<file path="config.mk">
export PLATFORM = sky130hd
export DESIGN_NAME = range_cue_qualifier
export DESIGN_NICKNAME = d
export VERILOG_FILES = /design/src/hdl/rcq_pkg.sv /design/src/hdl/rcq_step.sv /design/src/hdl/range_cue_qualifier.sv
export SDC_FILE = /design/constraint.sdc
export NUM_CORES = 1
export LEC_CHECK = 0
export BUFFER_PORTS_ARGS = -buffer_cell sky130_fd_sc_hd__buf_2
export CORE_ASPECT_RATIO = 1.2
export CORE_UTILIZATION = 60
export DETAILED_ROUTE_END_ITERATION = 8
export PLACE_DENSITY_LB_ADDON = 0.3
export SLEW_MARGIN = 20
export SYNTH_ARGS = -nofsm -noshare
export SYNTH_HDL_FRONTEND = slang
export SYNTH_SLANG_ARGS = --single-unit
</file>
<file path="constraint.sdc">
create_clock -name clk -period 23.2 [get_ports clk]
set_clock_uncertainty 0.15 [all_clocks]
set_input_delay 3.48 -clock clk [delete_from_list [all_inputs] [get_ports clk]]
set_output_delay 3.48 -clock clk [all_outputs]
set_load 0.05 [all_outputs]
</file>
<file path="src/hdl/rcq_pkg.sv">
// Shared types and constants for the range cue qualifier.
// Used by rcq_step and range_cue_qualifier; depends on nothing else.
package rcq_pkg;

	localparam int RANGE_W      = 16;
	localparam int MARGIN_W     = 8;
	localparam int TICK_W       = 10;
	localparam int PHASE_W      = 9;
	localparam int TTI_W        = 15;
	localparam int FT_W         = 16;
	localparam int CFG_DATA_W   = 10;
	localparam int CFG_IDX_W    = 3;
	localparam int DT_LIMIT     = 256;
	localparam int FILTER_TICKS = 256;
	localparam int FILTER_SHIFT = 8;
	localparam int FLASH_BIT    = 8;
	// Gain width holds FILTER_TICKS itself.
	localparam int GAIN_W       = $clog2(FILTER_TICKS + 1);
	localparam int DIFF_W       = RANGE_W + 1;
	localparam int PROD_W       = DIFF_W + GAIN_W + 1;
	// Window bounds are compared signed with headroom on both ends.
	localparam int BOUND_W      = RANGE_W + 2;

	localparam logic [MARGIN_W-1:0] ENTRY_LOW_RST  = MARGIN_W'(10);
	localparam logic [MARGIN_W-1:0] ENTRY_HIGH_RST = MARGIN_W'(20);
	localparam logic [MARGIN_W-1:0] EXIT_LOW_RST   = MARGIN_W'(10);
	localparam logic [MARGIN_W-1:0] EXIT_HIGH_RST  = MARGIN_W'(20);
	localparam logic [TICK_W-1:0]   HOLD_TIME_RST  = TICK_W'(512);

	typedef enum logic [CFG_IDX_W-1:0] {
		REG_ENTRY_LOW  = 3'd0,
		REG_ENTRY_HIGH = 3'd1,
		REG_EXIT_LOW   = 3'd2,
		REG_EXIT_HIGH  = 3'd3,
		REG_HOLD_TIME  = 3'd4
	} reg_idx_t;

	typedef struct packed {
		logic [MARGIN_W-1:0] entry_low_margin;
		logic [MARGIN_W-1:0] entry_high_margin;
		logic [MARGIN_W-1:0] exit_low_margin;
		logic [MARGIN_W-1:0] exit_high_margin;
		logic [TICK_W-1:0]   hold_time;
	} cfg_t;

	typedef struct packed {
		logic                    mode_is_prelaunch;
		logic                    range_valid;
		logic [RANGE_W-1:0]      raw_range;
		logic                    shoot_cue;
		logic [RANGE_W-1:0]      min_range;
		logic [RANGE_W-1:0]      intercept_range;
		logic signed [FT_W-1:0]  flight_time;
		logic [TICK_W-1:0]       dt_ticks;
	} item_t;

	typedef struct packed {
		logic [RANGE_W-1:0] filtered_value;
		logic               filter_loaded;
		logic               indication_on;
		logic [TICK_W-1:0]  hold_left;
		logic [PHASE_W-1:0] blink_phase;
	} state_t;

	typedef struct packed {
		logic [RANGE_W-1:0] smoothed_range;
		logic               shoot_active;
		logic               shoot_flash;
		logic [TTI_W-1:0]   time_to_impact;
		logic               tracking;
	} result_t;

endpackage

</file>
<file path="src/hdl/rcq_step.sv">
// Next-state and result logic for one update of the range cue qualifier.
// Purely combinational; uses the types and constants of rcq_pkg.
module rcq_step (
	input  rcq_pkg::cfg_t    cfg,
	input  rcq_pkg::item_t   item,
	input  rcq_pkg::state_t  state,
	output rcq_pkg::state_t  next_state,
	output rcq_pkg::result_t result
);
	import rcq_pkg::*;

	logic                       cleared;
	logic [TICK_W-1:0]          dt_clamp;
	logic [GAIN_W-1:0]          gain;
	logic [PHASE_W-1:0]         phase_nxt;
	logic signed [DIFF_W-1:0]   diff;
	logic signed [PROD_W-1:0]   prod;
	logic signed [PROD_W-1:0]   step;
	logic [RANGE_W-1:0]         filt_nxt;
	logic [TICK_W-1:0]          hold_dec;
	logic signed [BOUND_W-1:0]  r_s;
	logic signed [BOUND_W-1:0]  enter_lo;
	logic signed [BOUND_W-1:0]  enter_hi;
	logic signed [BOUND_W-1:0]  leave_lo;
	logic signed [BOUND_W-1:0]  leave_hi;
	logic                       entry;
	logic                       leave;
	logic                       on_nxt;
	logic [TICK_W-1:0]          hold_nxt;

	always_comb begin
		cleared = !item.mode_is_prelaunch || !item.range_valid;

		if (item.dt_ticks > TICK_W'(DT_LIMIT)) begin
			dt_clamp = TICK_W'(DT_LIMIT);
		end else begin
			dt_clamp = item.dt_ticks;
		end
		if (dt_clamp > TICK_W'(FILTER_TICKS)) begin
			gain = GAIN_W'(FILTER_TICKS);
		end else begin
			gain = GAIN_W'(dt_clamp);
		end

		phase_nxt = state.blink_phase + PHASE_W'(dt_clamp);

		// The arithmetic shift floors, which matches the rounding toward minus infinity.
		diff = $signed({1'b0, item.raw_range}) - $signed({1'b0, state.filtered_value});
		prod = PROD_W'(diff) * $signed({{(PROD_W-GAIN_W){1'b0}}, gain});
		step = prod >>> FILTER_SHIFT;
		if (state.filter_loaded) begin
			filt_nxt = state.filtered_value + step[RANGE_W-1:0];
		end else begin
			filt_nxt = item.raw_range;
		end

		if (state.hold_left > dt_clamp) begin
			hold_dec = state.hold_left - dt_clamp;
		end else begin
			hold_dec = '0;
		end

		r_s      = $signed({2'b00, item.raw_range});
		enter_lo = $signed({2'b00, item.min_range})
			+ $signed({{(BOUND_W-MARGIN_W){1'b0}}, cfg.entry_low_margin});
		enter_hi = $signed({2'b00, item.intercept_range})
			- $signed({{(BOUND_W-MARGIN_W){1'b0}}, cfg.entry_high_margin});
		leave_lo = $signed({2'b00, item.min_range})
			- $signed({{(BOUND_W-MARGIN_W){1'b0}}, cfg.exit_low_margin});
		leave_hi = $signed({2'b00, item.intercept_range})
			+ $signed({{(BOUND_W-MARGIN_W){1'b0}}, cfg.exit_high_margin});

		entry = item.shoot_cue && (r_s > enter_lo) && (r_s < enter_hi);
		leave = (r_s <= leave_lo) || (r_s > leave_hi);

		on_nxt   = state.indication_on;
		hold_nxt = state.indication_on ? hold_dec : state.hold_left;
		if (!state.indication_on && entry) begin
			on_nxt   = 1'b1;
			hold_nxt = cfg.hold_time;
		end else if (state.indication_on && leave && hold_dec == '0) begin
			on_nxt = 1'b0;
		end

		if (cleared) begin
			next_state = '0;
			result     = '0;
		end else begin
			next_state.filtered_value = filt_nxt;
			next_state.filter_loaded  = 1'b1;
			next_state.indication_on  = on_nxt;
			next_state.hold_left      = hold_nxt;
			next_state.blink_phase    = phase_nxt;

			result.smoothed_range = filt_nxt;
			result.shoot_active   = on_nxt;
			result.shoot_flash    = on_nxt && !phase_nxt[FLASH_BIT];
			result.time_to_impact = item.flight_time[FT_W-1] ? '0
				: item.flight_time[TTI_W-1:0];
			result.tracking       = 1'b1;
		end
	end

endmodule

</file>
<file path="src/hdl/range_cue_qualifier.sv">
// Range cue qualifier: input stage, then result register; one update per cycle
// while the output is not stalled; the filter and cue state close their loop
// through a single combinational step between the input stage and result register.
// Input stall rises only while a result waits and the output is stalled.
// arst_n clears the pipeline, all filter and cue state, and loads register defaults.
// Depends on rcq_pkg and rcq_step.
module range_cue_qualifier (
	input  logic                                clk,
	input  logic                                arst_n,
	input  logic                                cfg_we,
	input  logic [rcq_pkg::CFG_IDX_W-1:0]       cfg_index,
	input  logic [rcq_pkg::CFG_DATA_W-1:0]      cfg_data,
	input  logic                                in_valid,
	output logic                                in_stall,
	input  logic                                mode_is_prelaunch,
	input  logic                                range_valid,
	input  logic [rcq_pkg::RANGE_W-1:0]         raw_range,
	input  logic                                shoot_cue,
	input  logic [rcq_pkg::RANGE_W-1:0]         min_range,
	input  logic [rcq_pkg::RANGE_W-1:0]         intercept_range,
	input  logic signed [rcq_pkg::FT_W-1:0]     flight_time,
	input  logic [rcq_pkg::TICK_W-1:0]          dt_ticks,
	output logic                                out_valid,
	input  logic                                out_stall,
	output logic [rcq_pkg::RANGE_W-1:0]         smoothed_range,
	output logic                                shoot_active,
	output logic                                shoot_flash,
	output logic [rcq_pkg::TTI_W-1:0]           time_to_impact,
	output logic                                tracking
);
	import rcq_pkg::*;

	cfg_t    cfg_q;
	item_t   item_in;
	item_t   item_s1;
	logic    valid_s1;
	state_t  state_q;
	state_t  state_nxt;
	result_t res_nxt;
	result_t res_q;
	logic    out_valid_q;
	logic    out_free;
	logic    advance;

	assign item_in.mode_is_prelaunch = mode_is_prelaunch;
	assign item_in.range_valid       = range_valid;
	assign item_in.raw_range         = raw_range;
	assign item_in.shoot_cue         = shoot_cue;
	assign item_in.min_range         = min_range;
	assign item_in.intercept_range   = intercept_range;
	assign item_in.flight_time       = flight_time;
	assign item_in.dt_ticks          = dt_ticks;

	assign out_free = !out_valid_q || !out_stall;
	assign advance  = valid_s1 && out_free;
	assign in_stall = valid_s1 && !out_free;

	always_ff @(posedge clk or negedge arst_n) begin
		if (!arst_n) begin
			cfg_q.entry_low_margin  <= ENTRY_LOW_RST;
			cfg_q.entry_high_margin <= ENTRY_HIGH_RST;
			cfg_q.exit_low_margin   <= EXIT_LOW_RST;
			cfg_q.exit_high_margin  <= EXIT_HIGH_RST;
			cfg_q.hold_time         <= HOLD_TIME_RST;
		end else if (cfg_we) begin
			case (cfg_index)
				REG_ENTRY_LOW:  cfg_q.entry_low_margin  <= cfg_data[MARGIN_W-1:0];
				REG_ENTRY_HIGH: cfg_q.entry_high_margin <= cfg_data[MARGIN_W-1:0];
				REG_EXIT_LOW:   cfg_q.exit_low_margin   <= cfg_data[MARGIN_W-1:0];
				REG_EXIT_HIGH:  cfg_q.exit_high_margin  <= cfg_data[MARGIN_W-1:0];
				REG_HOLD_TIME:  cfg_q.hold_time         <= cfg_data[TICK_W-1:0];
				default: begin
				end
			endcase
		end
	end

	// Input stage.
	always_ff @(posedge clk or negedge arst_n) begin
		if (!arst_n) begin
			valid_s1 <= 1'b0;
		end else if (in_valid && !in_stall) begin
			valid_s1 <= 1'b1;
		end else if (advance) begin
			valid_s1 <= 1'b0;
		end
	end

	always_ff @(posedge clk) begin
		if (in_valid && !in_stall) begin
			item_s1 <= item_in;
		end
	end

	rcq_step u_step (
		.cfg        (cfg_q),
		.item       (item_s1),
		.state      (state_q),
		.next_state (state_nxt),
		.result     (res_nxt)
	);

	// State moves together with the result so the next update sees it at once.
	always_ff @(posedge clk or negedge arst_n) begin
		if (!arst_n) begin
			state_q     <= '0;
			out_valid_q <= 1'b0;
		end else if (advance) begin
			state_q     <= state_nxt;
			out_valid_q <= 1'b1;
		end else if (!out_stall) begin
			out_valid_q <= 1'b0;
		end
	end

	always_ff @(posedge clk) begin
		if (advance) begin
			res_q <= res_nxt;
		end
	end

	assign out_valid      = out_valid_q;
	assign smoothed_range = res_q.smoothed_range;
	assign shoot_active   = res_q.shoot_active;
	assign shoot_flash    = res_q.shoot_flash;
	assign time_to_impact = res_q.time_to_impact;
	assign tracking       = res_q.tracking;

`ifndef SYNTH
	// The input side is held back only by a result that cannot leave.
	a_stall_cause: assert property (@(posedge clk) disable iff (!arst_n)
		in_stall |-> (out_valid_q && out_stall))
		else $error("input stalled without a blocked result");

	a_flash_needs_active: assert property (@(posedge clk) disable iff (!arst_n)
		out_valid_q |-> (!shoot_flash || shoot_active))
		else $error("flash shown while indication is off");

	// A cleared update leaves no cue and no filter history behind.
	a_cleared_result: assert property (@(posedge clk) disable iff (!arst_n)
		(out_valid_q && !tracking) |-> (!shoot_active && !state_q.filter_loaded
		&& smoothed_range == '0))
		else $error("cleared update kept state");

	a_track_loads_filter: assert property (@(posedge clk) disable iff (!arst_n)
		advance |=> (state_q.filter_loaded == tracking))
		else $error("filter load flag disagrees with tracking");
`endif

endmodule

</file>
## Yosys cells after proc, flatten, opt, wreduce, memory -nomap -nowiden

Cells that the tools add are included.

- $add $sub $neg: 8
- $mul: 1
- Order comparisons: 7
- Equal/unequal tests: 5
- Mux-type cells: 14
- Reduce and logical (&&, ||, !) cells: 31

Operators by type and width:

| kind | number |
|---|---|
| 10-bit two-way mux | 4 |
| 37-bit two-way mux | 1 |
| 17-bit by 18-bit greater-than comparator with 1-bit output | 2 |
| 16-bit by 8-bit adder with 17-bit output | 2 |
| 16-bit by 8-bit subtractor with 17-bit output | 2 |
| 17-bit by 10-bit multiplier with 24-bit output | 1 |
| 10-bit by 9-bit greater-than comparator with 1-bit output (second input constant) | 2 |
| 17-bit by 18-bit less-or-equal comparator with 1-bit output | 1 |
| 17-bit by 18-bit less-than comparator with 1-bit output | 1 |
| 16-bit by 16-bit subtractor with 17-bit output | 1 |
| 16-bit adder | 1 |
| 16-bit two-way mux | 1 |
| 2-bit AND reduction | 6 |
| 10-bit greater-than comparator | 1 |
| 10-bit logical NOT | 1 |
| 10-bit subtractor | 1 |
| 9-bit adder | 1 |
| 1-bit logical AND | 9 |
| 9-bit two-way mux | 1 |
| 1-bit logical NOT | 8 |
| 1-bit two-way mux | 7 |
| 3-bit by 2-bit equality test with 1-bit output (second input constant) | 2 |
| 3-bit by 1-bit equality test with 1-bit output (second input constant) | 1 |
| 3-bit equality test (second input constant) | 1 |
| 6 further kinds | 8 |

- Flip-flop bits (word level): 192
- Input port bits: 95
- Logic and storage cells: 91

## Logic depth before layout (Yosys ltp)

Gate-level depths: netlist of run 1.

- Depth after elaboration: 9
- Mapped depth: 41
- Gate-level depth less buffers: 41

## Hierarchy

Synthesis of run 1 repeated with hierarchy kept, for this count alone.

- Cells, all modules: 1700
- Area, all modules: 17406.7 um2

Modules (own cells, without submodules):

| module | times used | cells each | area each (um2) | seq. area each (um2) |
|---|---|---|---|---|
| rcq_step | 1 | 1411 | 11001.8 | 0.0 |
| range_cue_qualifier | 1 | 289 | 6404.9 | 5371.4 |

## Least setup slack after synthesis of run 1

OpenSTA, ideal clock, no wires.

- Kind: reg-to-reg
- Start point: register item_s1[59] in the netlist's numbering
- End point: register state_q[36] in the netlist's numbering
- Setup time: 0.103 ns
- Arrival time: 8.750 ns
- Slack: 14.196 ns
- Cell stages (with the launch flop): 42
- Period minus slack after synthesis: 9.004 ns
- Cell sequence: edfxtp_1 > inv_1 > ha_1 > inv_1 > fa_1 > a21oi_2 > o211ai_1 > a21o_1 > a21oi_1 > nor2b_1 > o21ai_0 > nand2b_1 > xor2_1 > nand2_1 > fa_1 > inv_1 > fa_1 > fa_1 > [... 6 more ...] > or2_2 > a31oi_1 > a21oi_1 > nor2b_1 > nor2b_1 > o21a_1 > nor2_1 > xnor2_1 > ha_1 > and4_1 > and2_1 > a311oi_1 > o31ai_1 > xnor2_1 > xnor2_1 > xnor2_1 > nor2_2 > o41ai_2

- Word-level cells in the longest chain between the ends: 5

Ends and longest elaborated chain:

| element | line | source |
|---|---|---|
| start: declaration | range_cue_qualifier.sv:35 | `item_t item_s1;` |
| start signal: assignment | range_cue_qualifier.sv:91 | `item_s1 <= item_in;` |
| 16-bit by 16-bit subtractor with 17-bit output | rcq_step.sv:48 | `diff = $signed({1'b0, item.raw_range}) - $signed({1'b0, state.filtered_value});` |
| 17-bit by 10-bit multiplier with 24-bit output | rcq_step.sv:49 | `prod = PROD_W'(diff) * $signed({{(PROD_W-GAIN_W){1'b0}}, gain});` |
| 16-bit adder | rcq_step.sv:52 | `filt_nxt = state.filtered_value + step[RANGE_W-1:0];` |
| 16-bit two-way mux | rcq_step.sv:51 | `if (state.filter_loaded) begin` |
| 37-bit two-way mux | rcq_step.sv:85 | `if (cleared) begin` |
| end signal: assignment | range_cue_qualifier.sv:109 | `state_q <= state_nxt;` |
| end: declaration | range_cue_qualifier.sv:37 | `state_t state_q;` |

No other way between the ends.
A chain may end at the register's enable or synchronous reset.

## Worst setup path after layout of run 1

Ends and elaborated chain as after synthesis.

==> out/metrics.yaml, run 1 <==
status: "complete, no violations"
grt_pass1_vias: 13600
cts_root_buffer: "clkbuf_16"
sw_frac_of_total: 0.485
drtIter0Drc: 620
synth_area_per_cell_um2: 10.1
setup_tns_ns: 0
worst_setup_path_end_kind: "flop"
critPathKind: "reg -> reg"
drtAntennaViolNets: 0
io_pins: 131
powerDensity_nw_per_um2: 142
dr.pass1.iters: 5
startpoint_type: "flop"
clock_power_share: 0.112
drv_cap: 0
synth-edff-count: 111
postCtsSetupBuffers: 0
hold_ws_ns: 0.345
synth_nets: 2119
synth-seq-cells: 192
netlist_area_um2: 17200
grt_usage: 0.294
vdd_drop_max_mv: 0.0975
p_int_w: 0.00137
p_leak_nw: 8.76
drc: 0
p_comb_frac: 0.720
syn_inst: 1705
die_y_um: 187
ys_seq_area_frac: 0.313
overflow: 0
nFillCells: 2237
placed_cells: 2186
critPathTopFamily: "adder cells"
cts_buffers: 17
synth_area_leaders: "edfxtp_1 19%, fa_1 14%, ha_1 14%, dfrtp_1 11%, inv_1 4.7%"
synth_common_cells: "215 x inv_1, 195 x ha_1, 145 x nor2_1"
maxSlewViolCount: 0
hpwl_mm: 32.5
critPathMaxFanout: 5
critPathMaxStageDelay_ns: 0.56
fin_cells: 2218
p_seq_frac: 0.168
grt_pass1_wl_mm: 66.2
path_clk_slew_ns: 0.07
fp.dieW_um: 156
design_area_um2: 18800
viasPerCell: 5.78
synth_top_area_frac: 0.194
synth_top_flop_cell: "edfxtp_1"
gp_congestion: 0.905
synth.distinct_cells: 86
cts_resized: 0
fmax_mhz: 99.6
core_area_um2: 28000
clk_latency_ns: 0.45
timing.critical_path.buf_inv: 5
clock_path_buffers: 2
finalSetupViolations: 0
ctsHoldBuffers: 0
syn_to_final_growth_pct: 9.47
grt_max_degree: 78
cp_data_required_time_ns: 23.38
drt-total-wl_mm: 40.5
crit_slowest_cell: "fa_1"
grt_setup_unrepaired: "false"
switchingPower_w: 0.00129
crit_top_cell: "fa_1"
finalHoldViolCount: 0
synth_area_leader_cell: "edfxtp_1"
wire_per_inst_um: 18.3
drive_gt1_frac: 0.131
nNetsFinal: 2240
async_reset_ff_frac: 0.422
cts.sinks: 192
yosys_warnings: 0
die_area_um2: 29300
tritoncts: "yes"
vias: 12800
relSlewSlack: 0.260
final_util: 0.671
critPathArrivalTime_ns: 10.22
yosysMostFrequentCell: "inv_1"
hold_path.class: "reg -> reg"
initial_core_util: 0.613
place_area_um2: 18200
grt_antenna_before_repair: 0
post-route-min-period_ns: 10.04
rows: 67
num_antenna_cells: 0
tightest_slew_ns: 1.10
post-route-period-util: 0.433
numPortBuffers: 130
htree_levels: 4
-- cells by family (layout without fill, tap and decap cells) --
family                     after synthesis  count (layout)  synth area share
buffers and inverters                  253             387            0.0572
muxes                                   54              54            0.0338
other                                    1               1          0.000219
adders and majority gates              319             319             0.287
DFF                                    192             192             0.313
AOI/OAI and AO/OA                      308             308             0.122
and+or+nand+nor                        456             456             0.125
xor gates and xnor gates               122             122            0.0623
-- power groups by stage --
stage | clock network (W) | registers [W] | logic (W)
final | 0.000298 | 0.000448 | 0.00192
after global routing | 0.000311 | 0.000452 | 0.00216
after CTS | 0.000301 | 0.000448 | 0.00191
after detailed placement | 0 | 0.000454 | 0.00190
after global placement | 0 | 0.000452 | 0.00184
after floorplan | 0 | 0.000469 | 0.00146
-- through the flow --
step	setup slack, ns	power, W
global placement	13.55	0.00229
CTS	13.21	0.00266
floorplan	14.20	0.00193
finish	13.16	0.00266
global route	12.49	0.00293
detailed placement	13.26	0.00235
-- per-layer routing --
metal / global-route usage / routed length [µm]
met1: 0.329 / 15400
met4: 0.165 / 2010
met5: 0 / 0
met2: 0.537 / 21500
met3: 0.0345 / 1600
-- path summary, 6_finish.rpt --
kind / slack, ns / start / cells after the start / to
worst max-delay path: 13.16 / item_s1[59]$_DFFE_PP_ / 41 / state_q[36]$_DFFE_PN0P_
worst min-delay path: 0.35 / valid_s1$_DFFE_PN0P_ / 1 / out_valid$_DFFE_PN0P_
worst max register to register: 13.16 / item_s1[59]$_DFFE_PP_ / 41 / state_q[36]$_DFFE_PN0P_
worst min register to register: 0.35 / valid_s1$_DFFE_PN0P_ / 1 / out_valid$_DFFE_PN0P_
max in group asynchronous: 19.01 / arst_n / 2 / state_q[16]$_DFFE_PN0P_
min in group asynchronous: 2.88 / arst_n / 1 / valid_s1$_DFFE_PN0P_
-- final cells by class --
cell class	instances	area, µm²	area share
sequential	192	5370	0.286
multi-input combinational	1260	10800	0.576
tap	379	474	0.0252
clock inverter	14	161	0.00859
timing repair buffer	136	698	0.0372
clock buffer	18	429	0.0228
inverter	219	828	0.0441
-- worst register-to-register path: cells and delay by family (launching register included) --
kind                     cells  cell delay (ns)
AO/OA/AOI/OAI               11             2.43
XOR/XNOR                     5             1.02
adder cells (fa/ha/maj)      9             3.91
buffers and inverters        5             0.43
flip-flops                   1             0.44
AND/OR/NAND/NOR             11             1.57
-- flip-flops by register name, indices dropped and copies added (netlist names) --
register,flops
state_q,37
shoot_active,1
time_to_impact,15
valid_s1,1
cfg_q,42
shoot_flash,1
tracking,1
smoothed_range,16
item_s1,77
out_valid,1
-- cells in the final DEF, fill, tap and decap left out, types with 20 or more instances in the layout --
cell	Yosys	final
inv_1	215	214
ha_1	195	195
nor2_1	145	145
nand2_1	144	144
buf_2	5	129
fa_1	124	124
edfxtp_1	111	111
xnor2_1	84	84
a21oi_1	81	81
dfrtp_1	72	72
o21ai_0	65	65
xor2_1	38	38
a21o_1	35	35
mux2_2	32	32
nand3_1	24	24
mux2i_1	22	22
and2_1	23	22
nor2b_1	21	21
nor3_1	20	20
No activity file was read; power rests on OpenSTA's default activity.
==> run 2: changes to the inputs <==
Settings changed: ABC_AREA from default to 1, CORE_UTILIZATION 60 to 57.
Clock period 23.2 ns to 8.88 ns, I/O delays scaled along.
==> out/metrics.yaml, run 2 <==
initial_core_util: 0.577
min_from: "valid_s1$_DFFE_PN0P_"
die_y_um: 197
ff2ff_path_depth: 45
tritoncts: "yes"
final_common_cell: "nand2_1"
cts_buffers: 17
path_clk_slew_ns: 0.07
grt_pass1_vias: 15400
grt_max_degree: 71
largest_reg_flops: 77
finalHoldViolCount: 0
clk_latency_ns: 0.46
drtAntennaViolNets: 0
tightest_slew_ns: 0.938
io_pins: 131
drtIter0Drc: 752
drv_cap: 0
rows: 71
overflow: 0
synth_common_cells: "464 x nand2_1, 373 x inv_1, 215 x nor2_1"
syn_to_final_growth_pct: 10.5
r2r-start: "item_s1[59]$_DFFE_PP_"
netlist_area_um2: 18000
drive_gt1_frac: 0.121
synth_top_flop_cell: "edfxtp_1"
critPathMaxStageDelay_ns: 0.55
clock_path_buffers: 2
vias: 14700
critPathKind: "reg -> reg"
worst_setup_path_end_kind: "flop"
fp.dieW_um: 164
core_area_um2: 31300
wire_per_inst_um: 16.3
drc: 0
critPathArrivalTime_ns: 8.33
ys_seq_area_frac: 0.298
synth-edff-count: 111
finalSetupViolations: 0
drt-total-wl_mm: 44.6
synth_area_per_cell_um2: 8.29
async_reset_ff_frac: 0.422
yosys_warnings: 0
nFillCells: 2721
htree_levels: 4
die_area_um2: 32400
post-route-min-period_ns: 8.27
nNetsFinal: 2730
syn_inst: 2176
synth_area_leader_cell: "edfxtp_1"
pre_cts_ws_ns: 0.421
grt_pass1_wl_mm: 73.5
synth-seq-cells: 192
num_antenna_cells: 0
ctsHoldBuffers: 0
hold_end: "out_valid$_DFFE_PN0P_"
synth.distinct_cells: 64
top_regs: "item_s1 x77, cfg_q x42, state_q x37"
crit_slowest_cell: "fa_1"
synth_area_leaders: "edfxtp_1 18%, fa_1 14%, ha_1 14%, dfrtp_1 10%, nand2_1 9.7%"
startpoint_type: "flop"
synth_top_area_frac: 0.185
post-route-period-util: 0.931
viasPerCell: 5.39
cp_data_required_time_ns: 8.94
grt_usage: 0.294
dr.pass1.iters: 7
worstReg2RegEnd: "smoothed_range[15]$_SDFFCE_PN0P_"
status: "complete, no violations"
hold_path.class: "reg -> reg"
cts.sinks: 192
numPortBuffers: 130
crit_top_cell: "inv_1"
gp_congestion: 0.949
placed_cells: 2697
critPathMaxFanout: 5
fin_cells: 2730
yosysMostFrequentCell: "nand2_1"
grt_antenna_before_repair: 0
relSlewSlack: 0.374
fin_ws_ns: 0.611
r2r_slack_ns: 0.61
hold_depth: 2
cts_root_buffer: "clkbuf_16"
hpwl_mm: 37.1
largest_register: "item_s1"
synth_nets: 2590
fmax_mhz: 121
maxSlewViolCount: 0
final_cell_mix: "457 x nand2_1, 370 x inv_1, 213 x nor2_1"
==> run 2: cell types whose count changed after synthesis, sizes merged, moves of 32 or more <==
cell	delta
o21ai	+36
inv	+166
nand2	+330
xnor2	-55
nand3	+60
nor2	+79
mux2	-32
a21oi	+43
==> run 2: timing repair <==
item,4_1_cts,5_1_grt
endpoints found under the setup margin,0,10
buffers inserted,0,1
endpoints found under the hold margin,0,0
gates resized for setup,0,29
==> run 2: logic make-up after synthesis <==
logic type / synth area share
AOI/OAI and AO/OA: 0.0941
adders and majority gates: 0.273
other: 0.000208
buffers and inverters: 0.0882
xor gates and xnor gates: 0.0422
DFF: 0.298
and+or+nand+nor: 0.205
==> run 2: worst max-delay path by stage <==
stage | depth (start not counted) | startpoint | slack [ns] | end
3_3_place_gp | 42 | item_s1[64]$_DFFE_PP_ | 0.48 | smoothed_range[15]$_SDFFCE_PN0P_
5_1_grt | 45 | item_s1[59]$_DFFE_PP_ | -0.02 | smoothed_range[15]$_SDFFCE_PN0P_
6_report | 45 | item_s1[59]$_DFFE_PP_ | 0.61 | smoothed_range[15]$_SDFFCE_PN0P_
4_1_cts | 42 | item_s1[64]$_DFFE_PP_ | 0.39 | smoothed_range[15]$_SDFFCE_PN0P_
3_5_place_dp | 42 | item_s1[64]$_DFFE_PP_ | 0.42 | smoothed_range[15]$_SDFFCE_PN0P_
2_1_floorplan | 45 | item_s1[59]$_DFFE_PP_ | 1.25 | smoothed_range[15]$_SDFFCE_PN0P_
==> run 2: stage by stage <==
step | setup TNS, ns | hold WS [ns] | utilization | cell area (µm²)
6_report | 0 | 0.334 | 0.638 | 19900
5_1_grt | -0.0224 | 0.355 | 0.638 | 19900
4_1_cts | 0 | 0.339 | 0.634 | 19800
3_5_place_dp | 0 | 0.321 | 0.615 | 19200
3_3_place_gp | 0 | 0.302 | 0.615 | 19200
2_1_floorplan | 0 | 0.298 | - | 18000
==> run 2: worst max-delay path, delay by kind of cell, from the launching register on <==
family                   cells  cell delay [ns]
flip-flops                   1             0.40
AO/OA/AOI/OAI                8             1.23
AND/OR/NAND/NOR             17             1.60
buffers and inverters       10             0.69
adder cells (fa/ha/maj)      9             3.79
XOR/XNOR                     1             0.15
==> run 2: layout make-up <==
class                           instances  area [µm²]  area share
Inverter                              384        1440      0.0723
Clock inverter                         12         113     0.00565
Tap cell                              401         502      0.0252
Sequential cell                       192        5370       0.269
Clock buffer                           20         478      0.0240
Multi-Input combinational cell       1567       11200       0.562
Timing Repair Buffer                  154         833      0.0418
==> run 2: per-layer routing <==
metal	GRT usage	part of all wire	vias to the layer above
li1	-	-	7277
met1	0.340	0.40	6989
met2	0.530	0.52	341
met3	0.0314	0.032	120
met4	0.156	0.047	0
met5	0	0	-
Power of run 2 is left out: the tool's default activity adds up to more than one toggle a clock period on the data nets, which glitch-free logic cannot reach.
